### config.mk
export PLATFORM = sky130hd
export DESIGN_NAME = yaw_rate_two_stage_derivative
export DESIGN_NICKNAME = d
export VERILOG_FILES = /design/src/hw/rtl/yrd_pkg.sv /design/src/hw/rtl/yrd_div.sv /design/src/hw/rtl/yrd_datapath.sv /design/src/hw/rtl/yrd_ctrl.sv /design/src/hw/rtl/yaw_rate_two_stage_derivative.sv
export SDC_FILE = /design/constraint.sdc
export NUM_CORES = 2
export LEC_CHECK = 0
export BUFFER_PORTS_ARGS = -buffer_cell sky130_fd_sc_hd__buf_2
export CORE_MARGIN = 8
export CORE_UTILIZATION = 38
export CTS_CLUSTER_SIZE = 20
export DETAILED_ROUTE_END_ITERATION = 8
export PLACE_DENSITY = 0.57
export SYNTH_ARGS = -nofsm -noshare
export SYNTH_HDL_FRONTEND = slang
export SYNTH_HIERARCHICAL = 1
export SYNTH_SLANG_ARGS = --single-unit
### constraint.sdc
create_clock -name clk_i -period 15.6 [get_ports clk_i]
set_input_delay 3.12 -clock clk_i [delete_from_list [all_inputs] [get_ports clk_i]]
set_output_delay 3.12 -clock clk_i [all_outputs]
set_load 0.05 [all_outputs]
### src/hw/rtl/yrd_pkg.sv
// ----------------------------------------------------------------------------
// yrd_pkg
// Shared types and constants of the two-stage yaw-rate derivative block.
// ----------------------------------------------------------------------------
`default_nettype none

package yrd_pkg;

  localparam int unsigned DataW  = 32;
  localparam int unsigned CfgW   = 16;
  localparam int unsigned CfgIdxW = 8;

  // |rate difference| * 1000 stays below 2^42
  localparam int unsigned NumW   = 42;
  localparam int unsigned DenW   = 16;
  localparam int unsigned DivSteps = NumW / 2;
  localparam int unsigned DivCntW  = $clog2(DivSteps);

  // Configuration register indexes
  localparam logic [CfgIdxW-1:0] RegSlopeMinGap = 8'd0;
  localparam logic [CfgIdxW-1:0] RegSlopeMaxGap = 8'd1;
  localparam logic [CfgIdxW-1:0] RegCurveMinGap = 8'd2;
  localparam logic [CfgIdxW-1:0] RegCurveMaxGap = 8'd3;

  localparam logic [CfgW-1:0] SlopeMinGapRst = 16'd40;
  localparam logic [CfgW-1:0] SlopeMaxGapRst = 16'd200;
  localparam logic [CfgW-1:0] CurveMinGapRst = 16'd290;
  localparam logic [CfgW-1:0] CurveMaxGapRst = 16'd400;

  // Stage select
  localparam logic StageSlope = 1'b0;
  localparam logic StageCurve = 1'b1;

  typedef struct packed {
    logic [CfgW-1:0] slope_min;
    logic [CfgW-1:0] slope_max;
    logic [CfgW-1:0] curve_min;
    logic [CfgW-1:0] curve_max;
  } cfg_t;

  typedef struct packed {
    logic load;      // capture input item
    logic eval;      // evaluate gap, apply non-dividing updates, start divider
    logic push;      // average quotient and push new history entry
    logic sel;       // stage select
    logic out_load;  // load result register
  } cmd_t;

  typedef struct packed {
    logic need_div;
    logic div_busy;
  } sts_t;

endpackage

`default_nettype wire

### src/hw/rtl/yrd_div.sv
// ----------------------------------------------------------------------------
// yrd_div
// Unsigned restoring divider, two quotient bits per cycle.
// ----------------------------------------------------------------------------
`default_nettype none

module yrd_div
  import yrd_pkg::*;
(
  input  wire logic            clk_i,
  input  wire logic            rst_ni,
  input  wire logic            start_i,
  input  wire logic [NumW-1:0] num_i,
  input  wire logic [DenW-1:0] den_i,
  output logic                 busy_o,
  output logic [NumW-1:0]      quo_o
);

  logic               busy_q;
  logic [DivCntW-1:0] cnt_q;
  logic [NumW-1:0]    quo_q, quo_d;
  logic [DenW-1:0]    rem_q, rem_d;
  logic [DenW-1:0]    den_q;
  logic [DenW:0]      trial;

  // Numerator bits shift out of the top of quo_q as quotient bits enter below
  always_comb begin
    rem_d = rem_q;
    quo_d = quo_q;
    trial = '0;
    for (int i = 0; i < 2; i++) begin
      trial = {rem_d, quo_d[NumW-1]};
      if (trial >= {1'b0, den_q}) begin
        trial = trial - {1'b0, den_q};
        quo_d = {quo_d[NumW-2:0], 1'b1};
      end else begin
        quo_d = {quo_d[NumW-2:0], 1'b0};
      end
      rem_d = trial[DenW-1:0];
    end
  end

  always_ff @(posedge clk_i or negedge rst_ni) begin
    if (!rst_ni) begin
      busy_q <= 1'b0;
      cnt_q  <= '0;
    end else if (start_i) begin
      busy_q <= 1'b1;
      cnt_q  <= DivCntW'(DivSteps - 1);
    end else if (busy_q) begin
      cnt_q <= cnt_q - 1'b1;
      if (cnt_q == '0) begin
        busy_q <= 1'b0;
      end
    end
  end

  always_ff @(posedge clk_i) begin
    if (start_i) begin
      quo_q <= num_i;
      rem_q <= '0;
      den_q <= den_i;
    end else if (busy_q) begin
      quo_q <= quo_d;
      rem_q <= rem_d;
    end
  end

  assign busy_o = busy_q;
  assign quo_o  = quo_q;

endmodule

`default_nettype wire

### src/hw/rtl/yrd_datapath.sv
// ----------------------------------------------------------------------------
// yrd_datapath
// Histories of both derivative stages, gap checks, slope divider and averaging.
// ----------------------------------------------------------------------------
`default_nettype none

module yrd_datapath
  import yrd_pkg::*;
#(
  parameter int unsigned TIME_BITS = 32
) (
  input  wire logic                     clk_i,
  input  wire logic                     rst_ni,
  input  wire cfg_t                     cfg_i,
  input  wire cmd_t                     cmd_i,
  output sts_t                          sts_o,
  input  wire logic        [DataW-1:0]  time_ms_i,
  input  wire logic signed [DataW-1:0]  turn_rate_i,
  output logic signed      [DataW-1:0]  yaw_slope_o,
  output logic signed      [DataW-1:0]  yaw_slope_rate_o
);

  // Item registers
  logic [TIME_BITS-1:0]    now_q;
  logic signed [DataW-1:0] rate_q;
  logic signed [DataW-1:0] s_q;     // stage-one derivative fed to stage two
  logic                    q_neg_q;

  // History, entry 0 newest; first index is the stage
  logic                    vld_q [2][3];
  logic [TIME_BITS-1:0]    tm_q  [2][3];
  logic signed [DataW-1:0] x_q   [2][3];
  logic signed [DataW-1:0] d_q   [2][3];

  logic signed [DataW-1:0] yaw_slope_q, yaw_slope_rate_q;

  logic                    sel;
  logic signed [DataW-1:0] val;
  logic [CfgW-1:0]         minv, maxv;
  logic [TIME_BITS-1:0]    gap;
  logic                    gap_neg, above_min, above_max, clear, v0, need_div;
  logic signed [DataW:0]   diff;
  logic signed [42:0]      diff_x, prod;
  logic [42:0]             prod_neg;
  logic [NumW-1:0]         num_mag;
  logic                    div_start, div_busy;
  logic [NumW-1:0]         quo;
  logic signed [DataW-1:0] raw;
  logic signed [DataW+1:0] sum, sum_adj, avg;
  logic signed [DataW-1:0] res;

  assign sel  = cmd_i.sel;
  assign val  = (sel == StageCurve) ? s_q : rate_q;
  assign minv = (sel == StageCurve) ? cfg_i.curve_min : cfg_i.slope_min;
  assign maxv = (sel == StageCurve) ? cfg_i.curve_max : cfg_i.slope_max;

  assign gap       = now_q - tm_q[sel][0];
  assign gap_neg   = gap[TIME_BITS-1];
  assign above_max = !gap_neg && (gap > TIME_BITS'(maxv));
  assign above_min = !gap_neg && (gap > TIME_BITS'(minv));
  assign clear     = gap_neg || above_max;
  assign v0        = vld_q[sel][0];
  assign need_div  = v0 && !clear && above_min;

  // Numerator: (val - x0) * 1000 as 1024 - 16 - 8
  assign diff     = {val[DataW-1], val} - {x_q[sel][0][DataW-1], x_q[sel][0]};
  assign diff_x   = {{(42 - DataW){diff[DataW]}}, diff};
  assign prod     = (diff_x <<< 10) - (diff_x <<< 4) - (diff_x <<< 3);
  assign prod_neg = -prod;
  assign num_mag  = prod[42] ? prod_neg[NumW-1:0] : prod[NumW-1:0];

  assign div_start = cmd_i.eval && need_div;

  // Gap is at most the 16-bit max limit whenever a division starts
  yrd_div u_div (
    .clk_i  (clk_i),
    .rst_ni (rst_ni),
    .start_i(div_start),
    .num_i  (num_mag),
    .den_i  (gap[DenW-1:0]),
    .busy_o (div_busy),
    .quo_o  (quo)
  );

  // Saturate the signed quotient, then average with the stored derivatives
  always_comb begin
    if (!q_neg_q) begin
      raw = (quo > NumW'(32'h7FFF_FFFF)) ? 32'sh7FFF_FFFF : $signed(quo[DataW-1:0]);
    end else begin
      raw = (quo > NumW'(32'h8000_0000)) ? 32'sh8000_0000
                                          : $signed(~quo[DataW-1:0] + 32'd1);
    end
    sum = {{2{d_q[sel][2][DataW-1]}}, d_q[sel][2]}
        + {{2{d_q[sel][1][DataW-1]}}, d_q[sel][1]}
        + {{2{d_q[sel][0][DataW-1]}}, d_q[sel][0]}
        + {{2{raw[DataW-1]}}, raw};
    // Round toward zero
    sum_adj = sum + (sum[DataW+1] ? 34'sd3 : 34'sd0);
    avg     = sum_adj >>> 2;
    res     = avg[DataW-1:0];
  end

  always_ff @(posedge clk_i or negedge rst_ni) begin
    if (!rst_ni) begin
      s_q <= '0;
      for (int s = 0; s < 2; s++) begin
        for (int e = 0; e < 3; e++) begin
          vld_q[s][e] <= 1'b0;
          tm_q[s][e]  <= '0;
          x_q[s][e]   <= '0;
          d_q[s][e]   <= '0;
        end
      end
    end else if (cmd_i.eval) begin
      if (sel == StageSlope) begin
        s_q <= '0;
      end
      if (!v0) begin
        vld_q[sel][0] <= 1'b1;
        tm_q[sel][0]  <= now_q;
        x_q[sel][0]   <= val;
        d_q[sel][0]   <= '0;
      end else if (clear) begin
        // Drop the history; restart it with this item if the gap is long enough
        vld_q[sel][0] <= above_min;
        tm_q[sel][0]  <= above_min ? now_q : '0;
        x_q[sel][0]   <= above_min ? val : '0;
        d_q[sel][0]   <= '0;
        for (int e = 1; e < 3; e++) begin
          vld_q[sel][e] <= 1'b0;
          tm_q[sel][e]  <= '0;
          x_q[sel][e]   <= '0;
          d_q[sel][e]   <= '0;
        end
      end
    end else if (cmd_i.push) begin
      if (sel == StageSlope) begin
        s_q <= res;
      end
      for (int e = 2; e > 0; e--) begin
        vld_q[sel][e] <= vld_q[sel][e-1];
        tm_q[sel][e]  <= tm_q[sel][e-1];
        x_q[sel][e]   <= x_q[sel][e-1];
        d_q[sel][e]   <= d_q[sel][e-1];
      end
      vld_q[sel][0] <= 1'b1;
      tm_q[sel][0]  <= now_q;
      x_q[sel][0]   <= val;
      d_q[sel][0]   <= res;
    end
  end

  always_ff @(posedge clk_i) begin
    if (cmd_i.load) begin
      now_q  <= TIME_BITS'(time_ms_i);
      rate_q <= turn_rate_i;
    end
    if (div_start) begin
      q_neg_q <= prod[42];
    end
    if (cmd_i.out_load) begin
      yaw_slope_q      <= d_q[0][0];
      yaw_slope_rate_q <= d_q[1][0];
    end
  end

  assign sts_o.need_div = need_div;
  assign sts_o.div_busy = div_busy;

  assign yaw_slope_o      = yaw_slope_q;
  assign yaw_slope_rate_o = yaw_slope_rate_q;

  // A history only empties as a whole
  a_slope_hist_empty: assert property (@(posedge clk_i) disable iff (!rst_ni)
    !vld_q[0][0] |-> (!vld_q[0][1] && !vld_q[0][2]))
    else $error("slope history has entries behind an empty head");

  a_curve_hist_empty: assert property (@(posedge clk_i) disable iff (!rst_ni)
    !vld_q[1][0] |-> (!vld_q[1][1] && !vld_q[1][2]))
    else $error("curve history has entries behind an empty head");

  a_div_start_idle: assert property (@(posedge clk_i) disable iff (!rst_ni)
    div_start |-> !div_busy)
    else $error("divider restarted while busy");

endmodule

`default_nettype wire

### src/hw/rtl/yrd_ctrl.sv
// ----------------------------------------------------------------------------
// yrd_ctrl
// Sequencer: capture item, run slope stage, run curve stage, hand off result.
// ----------------------------------------------------------------------------
`default_nettype none

module yrd_ctrl
  import yrd_pkg::*;
(
  input  wire logic clk_i,
  input  wire logic rst_ni,
  input  wire logic in_valid_i,
  output logic      in_ready_o,
  output logic      out_valid_o,
  input  wire logic out_ready_i,
  input  wire sts_t sts_i,
  output cmd_t      cmd_o
);

  typedef enum logic [2:0] {
    StIdle,
    StEval1,
    StDiv1,
    StPush1,
    StEval2,
    StDiv2,
    StPush2,
    StDone
  } state_e;

  state_e state_q;
  logic   out_valid_q;

  always_comb begin
    cmd_o     = '0;
    cmd_o.sel = (state_q == StEval2 || state_q == StDiv2 || state_q == StPush2)
                ? StageCurve : StageSlope;
    unique case (state_q)
      StIdle:  cmd_o.load     = in_valid_i;
      StEval1: cmd_o.eval     = 1'b1;
      StPush1: cmd_o.push     = 1'b1;
      StEval2: cmd_o.eval     = 1'b1;
      StPush2: cmd_o.push     = 1'b1;
      // Hold the result until the output register is free
      StDone:  cmd_o.out_load = !out_valid_q || out_ready_i;
      default: ;
    endcase
  end

  always_ff @(posedge clk_i or negedge rst_ni) begin
    if (!rst_ni) begin
      state_q     <= StIdle;
      out_valid_q <= 1'b0;
    end else begin
      if (cmd_o.out_load) begin
        out_valid_q <= 1'b1;
      end else if (out_ready_i) begin
        out_valid_q <= 1'b0;
      end
      unique case (state_q)
        StIdle:  if (in_valid_i) state_q <= StEval1;
        StEval1: state_q <= sts_i.need_div ? StDiv1 : StEval2;
        StDiv1:  if (!sts_i.div_busy) state_q <= StPush1;
        StPush1: state_q <= StEval2;
        StEval2: state_q <= sts_i.need_div ? StDiv2 : StDone;
        StDiv2:  if (!sts_i.div_busy) state_q <= StPush2;
        StPush2: state_q <= StDone;
        StDone:  if (cmd_o.out_load) state_q <= StIdle;
        default: state_q <= StIdle;
      endcase
    end
  end

  assign in_ready_o  = (state_q == StIdle);
  assign out_valid_o = out_valid_q;

  a_busy_in_div: assert property (@(posedge clk_i) disable iff (!rst_ni)
    sts_i.div_busy |-> (state_q == StDiv1 || state_q == StDiv2))
    else $error("divider running outside a divide state");

  a_one_item: assert property (@(posedge clk_i) disable iff (!rst_ni)
    (in_valid_i && in_ready_o) |=> !in_ready_o)
    else $error("second item taken while one is in progress");

  a_no_overwrite: assert property (@(posedge clk_i) disable iff (!rst_ni)
    (state_q == StDone && out_valid_q && !out_ready_i) |=> state_q == StDone)
    else $error("result left done state while output register was full");

endmodule

`default_nettype wire

### src/hw/rtl/yaw_rate_two_stage_derivative.sv
// ----------------------------------------------------------------------------
// yaw_rate_two_stage_derivative
// Two-stage smoothed derivative of a filtered yaw rate (Q16.16).
//
// Input channel (in_valid_i/in_ready_o) takes a ms timestamp and a yaw rate;
// output channel (out_valid_o/out_ready_i) returns the newest smoothed slope
// and second derivative, one result per item. Config channel (cfg_valid_i,
// always ready) writes the four gap limits by index; write them while idle.
// One item is in progress at a time. From the input transfer the item runs
// the slope and curve evaluate states, plus a divide and a push state for
// each stage that divides, and its result is registered in the done state;
// each division uses one shared divider, two quotient bits per cycle.
// The input is ready again the cycle after the result is loaded, so a new item
// can start while the previous result waits. If the receiver stalls, the next
// result holds inside the block until the output register is free.
// Reset clears both histories and restores the default limits; no clearing
// pass is needed.
// ----------------------------------------------------------------------------
`default_nettype none

module yaw_rate_two_stage_derivative
  import yrd_pkg::*;
#(
  parameter int unsigned TIME_BITS = 32
) (
  input  wire logic                      clk_i,
  input  wire logic                      rst_ni,
  input  wire logic                      cfg_valid_i,
  output logic                           cfg_ready_o,
  input  wire logic        [CfgIdxW-1:0] cfg_index_i,
  input  wire logic        [CfgW-1:0]    cfg_data_i,
  input  wire logic                      in_valid_i,
  output logic                           in_ready_o,
  input  wire logic        [DataW-1:0]   time_ms_i,
  input  wire logic signed [DataW-1:0]   turn_rate_i,
  output logic                           out_valid_o,
  input  wire logic                      out_ready_i,
  output logic signed      [DataW-1:0]   yaw_slope_o,
  output logic signed      [DataW-1:0]   yaw_slope_rate_o
);

  cfg_t cfg_q;
  cmd_t cmd;
  sts_t sts;

  always_ff @(posedge clk_i or negedge rst_ni) begin
    if (!rst_ni) begin
      cfg_q.slope_min <= SlopeMinGapRst;
      cfg_q.slope_max <= SlopeMaxGapRst;
      cfg_q.curve_min <= CurveMinGapRst;
      cfg_q.curve_max <= CurveMaxGapRst;
    end else if (cfg_valid_i) begin
      unique case (cfg_index_i)
        RegSlopeMinGap: cfg_q.slope_min <= cfg_data_i;
        RegSlopeMaxGap: cfg_q.slope_max <= cfg_data_i;
        RegCurveMinGap: cfg_q.curve_min <= cfg_data_i;
        RegCurveMaxGap: cfg_q.curve_max <= cfg_data_i;
        default: ;  // drop writes to unused indexes
      endcase
    end
  end

  assign cfg_ready_o = 1'b1;

  yrd_ctrl u_ctrl (
    .clk_i      (clk_i),
    .rst_ni     (rst_ni),
    .in_valid_i (in_valid_i),
    .in_ready_o (in_ready_o),
    .out_valid_o(out_valid_o),
    .out_ready_i(out_ready_i),
    .sts_i      (sts),
    .cmd_o      (cmd)
  );

  yrd_datapath #(
    .TIME_BITS(TIME_BITS)
  ) u_datapath (
    .clk_i           (clk_i),
    .rst_ni          (rst_ni),
    .cfg_i           (cfg_q),
    .cmd_i           (cmd),
    .sts_o           (sts),
    .time_ms_i       (time_ms_i),
    .turn_rate_i     (turn_rate_i),
    .yaw_slope_o     (yaw_slope_o),
    .yaw_slope_rate_o(yaw_slope_rate_o)
  );

endmodule

`default_nettype wire

== After elaboration in Yosys (flattened, before gate mapping) ==
Cells that the tools add are included.
Cells by class
  $add $sub $neg: 13
  multipliers: 0
  divide/modulo/power cells: 0
  $lt $le $gt $ge: 8
  equality and inequality tests: 15
  shift operators: 0
  muxes and demuxes: 95
  bitwise gates (word level): 19
  reductions and logical operators: 28
Operator list (number)
  bitwise mux 192 bit: 13
  2-to-1 mux 192 bit: 12
  bitwise AND 192 bit: 7
  2-to-1 mux 96 bit: 10
  inverter 192 bit: 3
  2-to-1 mux 32 bit: 11
  demux 96 bit (select 1 bit): 3
  2-to-1 mux 42 bit: 3
  adder 34 bit: 3
  > comparator 32 x 16 -> 1 bit: 2
  2-to-1 mux 16 bit: 4
  2-to-1 mux 64 bit: 1
  subtractor 43 x 36 -> 43 bit: 1
  subtractor 43 x 37 -> 43 bit: 1
  > comparator 42 x 31 -> 1 bit, second input constant: 1
  > comparator 42 x 32 -> 1 bit, second input constant: 1
  negation 42 bit: 1
  >= comparator 17 x 16 -> 1 bit: 2
  adder 32 x 32 -> 33 bit: 1
  subtractor 32 x 32 -> 33 bit: 1
  adder 32 x 1 -> 32 bit, second input constant: 1
  inverter 32 bit: 1
  subtractor 16 bit: 2
  subtractor 32 bit: 1
  33 further kinds: 92
Word-level totals
  bits in registers: 891
  latch bits: 0
  bits in writable memories: 0
  bits in read-only memories: 0
  input bits: 93
  output and inout bits: 67
  word-level logic and storage cells: 219
  memories kept: 0

== Depth between registers and ports, before layout ==
  depth after elaboration: 18
  depth in mapped cells: 37
  mapped depth without buffers: 33

== Modules after synthesis ==
Netlist, hierarchy kept.
Modules (own cells, without submodules)
  yrd_datapath: instances 1, cells each 3208, area each 32975.4 um^2, sequential area each 12732.2 um^2
  yrd_div: instances 1, cells each 467, area each 5134.9 um^2, sequential area each 2212.1 um^2
  yaw_rate_two_stage_derivative: instances 1, cells each 142, area each 2499.9 um^2, sequential area each 1615.3 um^2
  yrd_ctrl: instances 1, cells each 32, area each 269.0 um^2, sequential area each 100.1 um^2

== Worst setup path before layout ==
No wires, ideal clock.
  kind: flip-flop to flip-flop
  start: register u_ctrl.state_q[1]
  end: register u_datapath.u_div.quo_q[41] (netlist: u_datapath/u_div/quo_o[41]) (data pin)
  setup time: 260 ps
  arrival: 8430 ps
  required time: 15340 ps
  slack: 6910 ps
  cell stages (with the launch flop): 32
  buffers on the path: 4
  clock period less this slack: 8690 ps
  path through: dfrtp_1 buf_6 a21oi_1 clkbuf_1 buf_1 clkbuf_1 mux2i_1 ha_1 nor2b_1 o21ai_0 a21boi_0 o211ai_1 a21o_1 a21oi_1 o311a_1 o21ai_0 nand2_1 mux2i_1 a2111oi_0 fa_1 ha_1 and3_1 and3_1 a2111oi_0 nand2_1 a221oi_1 nand3b_1 nor4_1 nand3_1 o41ai_1 xnor2_1 mux2_2
RTL lines
  start: declaration: RTL line yrd_ctrl.sv:31  | state_e state_q;
  start signal: assignment: RTL line yrd_ctrl.sv:52  | state_q <= StIdle;
  start signal: assignment: RTL line yrd_ctrl.sv:61  | StIdle: if (in_valid_i) state_q <= StEval1;
  start signal: assignment: RTL line yrd_ctrl.sv:62  | StEval1: state_q <= sts_i.need_div ? StDiv1 : StEval2;
  end signal: assignment: RTL line yrd_div.sv:60  | quo_q <= num_i;
  end signal: assignment: RTL line yrd_div.sv:64  | quo_q <= quo_d;
  end: declaration: RTL line yrd_div.sv:21  | logic [NumW-1:0] quo_q, quo_d;

== Worst setup path in the final report ==
  start: register u_datapath.u_div.quo_q[0] (netlist: u_datapath/u_div/quo_o[0])
  end: register u_datapath/d_q[191] in the netlist's numbering
On the way
  word-level cells in the longest chain between the ends: 10
  elaborated cells between the ends (all ways): 13
  those cells by class: add/sub (3); order compare (2); mux (7); bitwise (1)
Ends and longest elaborated chain
  inverter 32 bit: RTL line yrd_datapath.sv:91  | : $signed(~quo[DataW-1:0] + 32'd1);
  adder 32 x 1 -> 32 bit: RTL line yrd_datapath.sv:91
  2-to-1 mux 32 bit: RTL line yrd_datapath.sv:90  | raw = (quo > NumW'(32'h8000_0000)) ? 32'sh8000_0000
  2-to-1 mux 32 bit *: RTL line yrd_datapath.sv:87  | if (!q_neg_q) begin
  adder 34 bit *: RTL line yrd_datapath.sv:96  | + {{2{raw[DataW-1]}}, raw};
  2-to-1 mux 2 bit: RTL line yrd_datapath.sv:98  | sum_adj = sum + (sum[DataW+1] ? 34'sd3 : 34'sd0);
  adder 34 bit *: RTL line yrd_datapath.sv:98
  bitwise mux 192 bit *: RTL line yrd_datapath.sv:149  | d_q[sel][0] <= res;
  2-to-1 mux 192 bit *: RTL line yrd_datapath.sv:136  | end else if (cmd_i.push) begin
  2-to-1 mux 192 bit *: RTL line yrd_datapath.sv:114  | end else if (cmd_i.eval) begin
  end signal: indexed assignment: RTL line yrd_datapath.sv:144  | d_q[sel][e] <= d_q[sel][e-1];
  end signal: indexed assignment: RTL line yrd_datapath.sv:149
  end: declaration: RTL line yrd_datapath.sv:33  | logic signed [DataW-1:0] d_q [2][3];
Every way passes the cells marked *; elsewhere a longest branch is shown, timed or not. The select of a mux whose other input is x is not followed.
A chain may end at the register's enable or synchronous reset.

==> flow_metrics.tcl <==
set metrics [dict create \
    status "completed" \
    place_hpwl_um 88400 \
    cts.sinks 631 \
    cp_max_fo 32 \
    grt_start_max_net_pins 104 \
    core_um2 107000 \
    tightest_slew_ns 1.28 \
    ys_seq_area_frac 0.408 \
    fp.dieH_um 344 \
    first_iter_violations 2209 \
    cpPeakStageDelay_ns 0.76 \
    io_pins 160 \
    maxCapViolCount 0 \
    path_clk_slew_ns 0.06 \
    start_util 0.382 \
    ys_warn_count 6 \
    postCtsSetupRepairBufs 0 \
    overflow 0 \
    critPathLaunchType "register" \
    min_period_ns 10.01 \
    crit_arrival_ns 10.51 \
    top_layer_used "met4" \
    htree_num_levels 3 \
    setup_tns_ns 0 \
    synth-main-ff-cell "dfrtp_1" \
    hold_buffers 0 \
    route.met3.wl_um 6610 \
    die_width_um 344 \
    drc 0 \
    maxSlewViolCount 0 \
    slowest_stage "o311ai_0" \
    crit_top_cell "o21ai_1" \
    cts-resized-gates 0 \
    portBuffers 158 \
    met1_length_um 56400 \
    routed_wl_um 120000 \
    synth_largest_area_cell "dfrtp_1" \
    first_pass_iters 7 \
    synth_top_area_frac 0.255 \
    final_hold_viol_count 0 \
    fin_hold_ws_ns 0.486 \
    final_cell_mix "dfrtp_1 (417), nand2_1 (238), inv_1 (231)" \
    setup_viol 0 \
    clkLatencyLatePin_ns 0.65 \
    gp_congestion 0.941 \
    dr_total_vias 30800 \
    fin_nets 4333 \
    final_common_cell "dfrtp_1" \
    wl_met2_um 55100 \
    root_buffer "clkbuf_16" \
    dp.cells 5263 \
    syn_avg_cell_area_um2 10.6 \
    diodes 0 \
    synth-edff-count 187 \
    core.rowCount 120 \
    worstSetupEndpointType "register" \
    cts_tree "yes" \
    cts_buffer_depth 3 \
    grt_pass1_wl_um 187000 \
    cts_buffers 74 \
    rsz0062_at_grt "no" \
    syn_to_final_growth_pct 11.0 \
    wire_per_inst_um 22.3 \
    ys_ff_latch 631 \
    finalCritPeriodShare 0.642 \
    hp-class "register to register" \
    grt_pass1_vias 30900 \
    crit_required_ns 16.10 \
    antenna_found_initial 5 \
    fin_cells 5401 \
    timing.slew.headroom 0.135 \
    dieArea_um2 118000 \
    finalClockSkew_ns 0.0258 \
    synthesis.area_um2 40900 \
    viasPerCell 5.71 \
    ys_top_cells_by_area "dfrtp_1 (26%), edfxtp_1 (14%), ha_1 (6.4%)" \
    synth.distinct_cells 113 \
    grt_usage 0.201 \
    synth_cells 3849 \
    ant_nets 0 \
    synthArstFlopShare 0.678 \
    drive_above_1_share 0.158 \
    max_freq_mhz 99.9 \
    path_class "register to register" \
]
area by class of cell:
class                           count  area [um^2]
Sequential cell                   631        16700
Timing Repair Buffer              201         1140
Fill cell                       10300        61500
Clock buffer                       98         2010
Tap cell                         1403         1760
Multi-Input combinational cell   2795        22600
Inverter                          233          875
Clock inverter                     40          357
registers in the layout, indices dropped and copies added (netlist names):
register	cells
u_datapath/vld_q	2
u_datapath/rate_q	32
u_datapath/u_div/cnt_q	5
u_datapath/u_div/busy_o	1
u_datapath/yaw_slope_o	32
u_ctrl/state_q	3
u_datapath/q_neg_q	1
cfg_q	64
u_datapath/now_q	32
u_datapath/u_div/den_q	16
u_datapath/u_div/rem_q	16
u_datapath/yaw_slope_rate_o	32
u_datapath/x_q	64
u_datapath/u_div/quo_o	42
u_datapath/tm_q	64
u_ctrl/out_valid_o	1
u_datapath/s_q	32
u_datapath/d_q	192
per-layer routing:
layer,up-vias,GRT usage
met5,-,0
met4,0,0.0421
met3,139,0.0338
met2,797,0.322
met1,15400,0.285
li1,14500,-
through the flow:
step                setup slack (ns)  area [um^2]   util
global placement                5.83        43000  0.402
detailed placement              5.66        43000  0.402
CTS                             5.62        45400  0.424
floorplan                       6.91        40900      -
finish                          5.59        45400  0.424
global route                    4.80        45400  0.424
final timing paths:
path / from / to / slack (ns) / depth (start not counted)
max: u_datapath/u_div/quo_o[0] / u_datapath/d_q[191] / 5.59 / 33
min: u_datapath/tm_q[81] / u_datapath/tm_q[81] / 0.49 / 1
max reg2reg: u_datapath/u_div/quo_o[0] / u_datapath/d_q[191] / 5.59 / 33
min reg2reg: u_datapath/tm_q[81] / u_datapath/tm_q[81] / 0.49 / 1
max in group asynchronous: rst_ni / cfg_q[57] / 10.69 / 3
min in group asynchronous: rst_ni / u_datapath/d_q[109] / 2.52 / 1
cell usage after synthesis (21+ instances only):
cell	count
dfrtp_1	417
nand2_1	241
inv_1	231
mux2_2	210
ha_1	209
edfxtp_1	187
a22o_1	182
nor2_1	170
a21oi_1	167
o21ai_0	159
mux2i_1	140
clkbuf_1	120
xnor2_1	117
a21o_1	111
fa_1	95
o2bb2ai_1	90
nand3_1	81
xor2_1	80
nor3_1	67
nand4_1	50
buf_2	36
a211oi_1	35
o21a_1	35
a32o_1	32
nand2b_1	32
or3_1	30
nor2b_1	29
o21bai_1	25
nor4_1	23
or2_2	23
and3_1	21
logic make-up (layout without fill, tap and decap cells):
kind of cell    count (synthesis)  count (layout)  synth area share
other cells                     2               4          0.000184
xor+xnor                      197             197            0.0422
fa+ha+maj                     304             304             0.110
mux                           357             357            0.0947
flops                         631             631             0.408
simple gates                  860             860             0.108
compound gates               1073            1073             0.195
buf+inv                       425             572            0.0426
worst max-delay path: cells and delay by family, from the launching register on:
kind | cells | cell delay, ns
XOR/XNOR | 1 | 0.34
multiplexers | 1 | 0.31
AO/OA/AOI/OAI | 11 | 2.96
buffers and inverters | 4 | 0.42
flip-flops | 1 | 0.42
adder cells (fa/ha/maj) | 5 | 1.61
AND/OR/NAND/NOR | 11 | 3.79
Power is left out: the tool's default activity adds up to more than one toggle a clock period on the data nets, which glitch-free logic cannot reach.
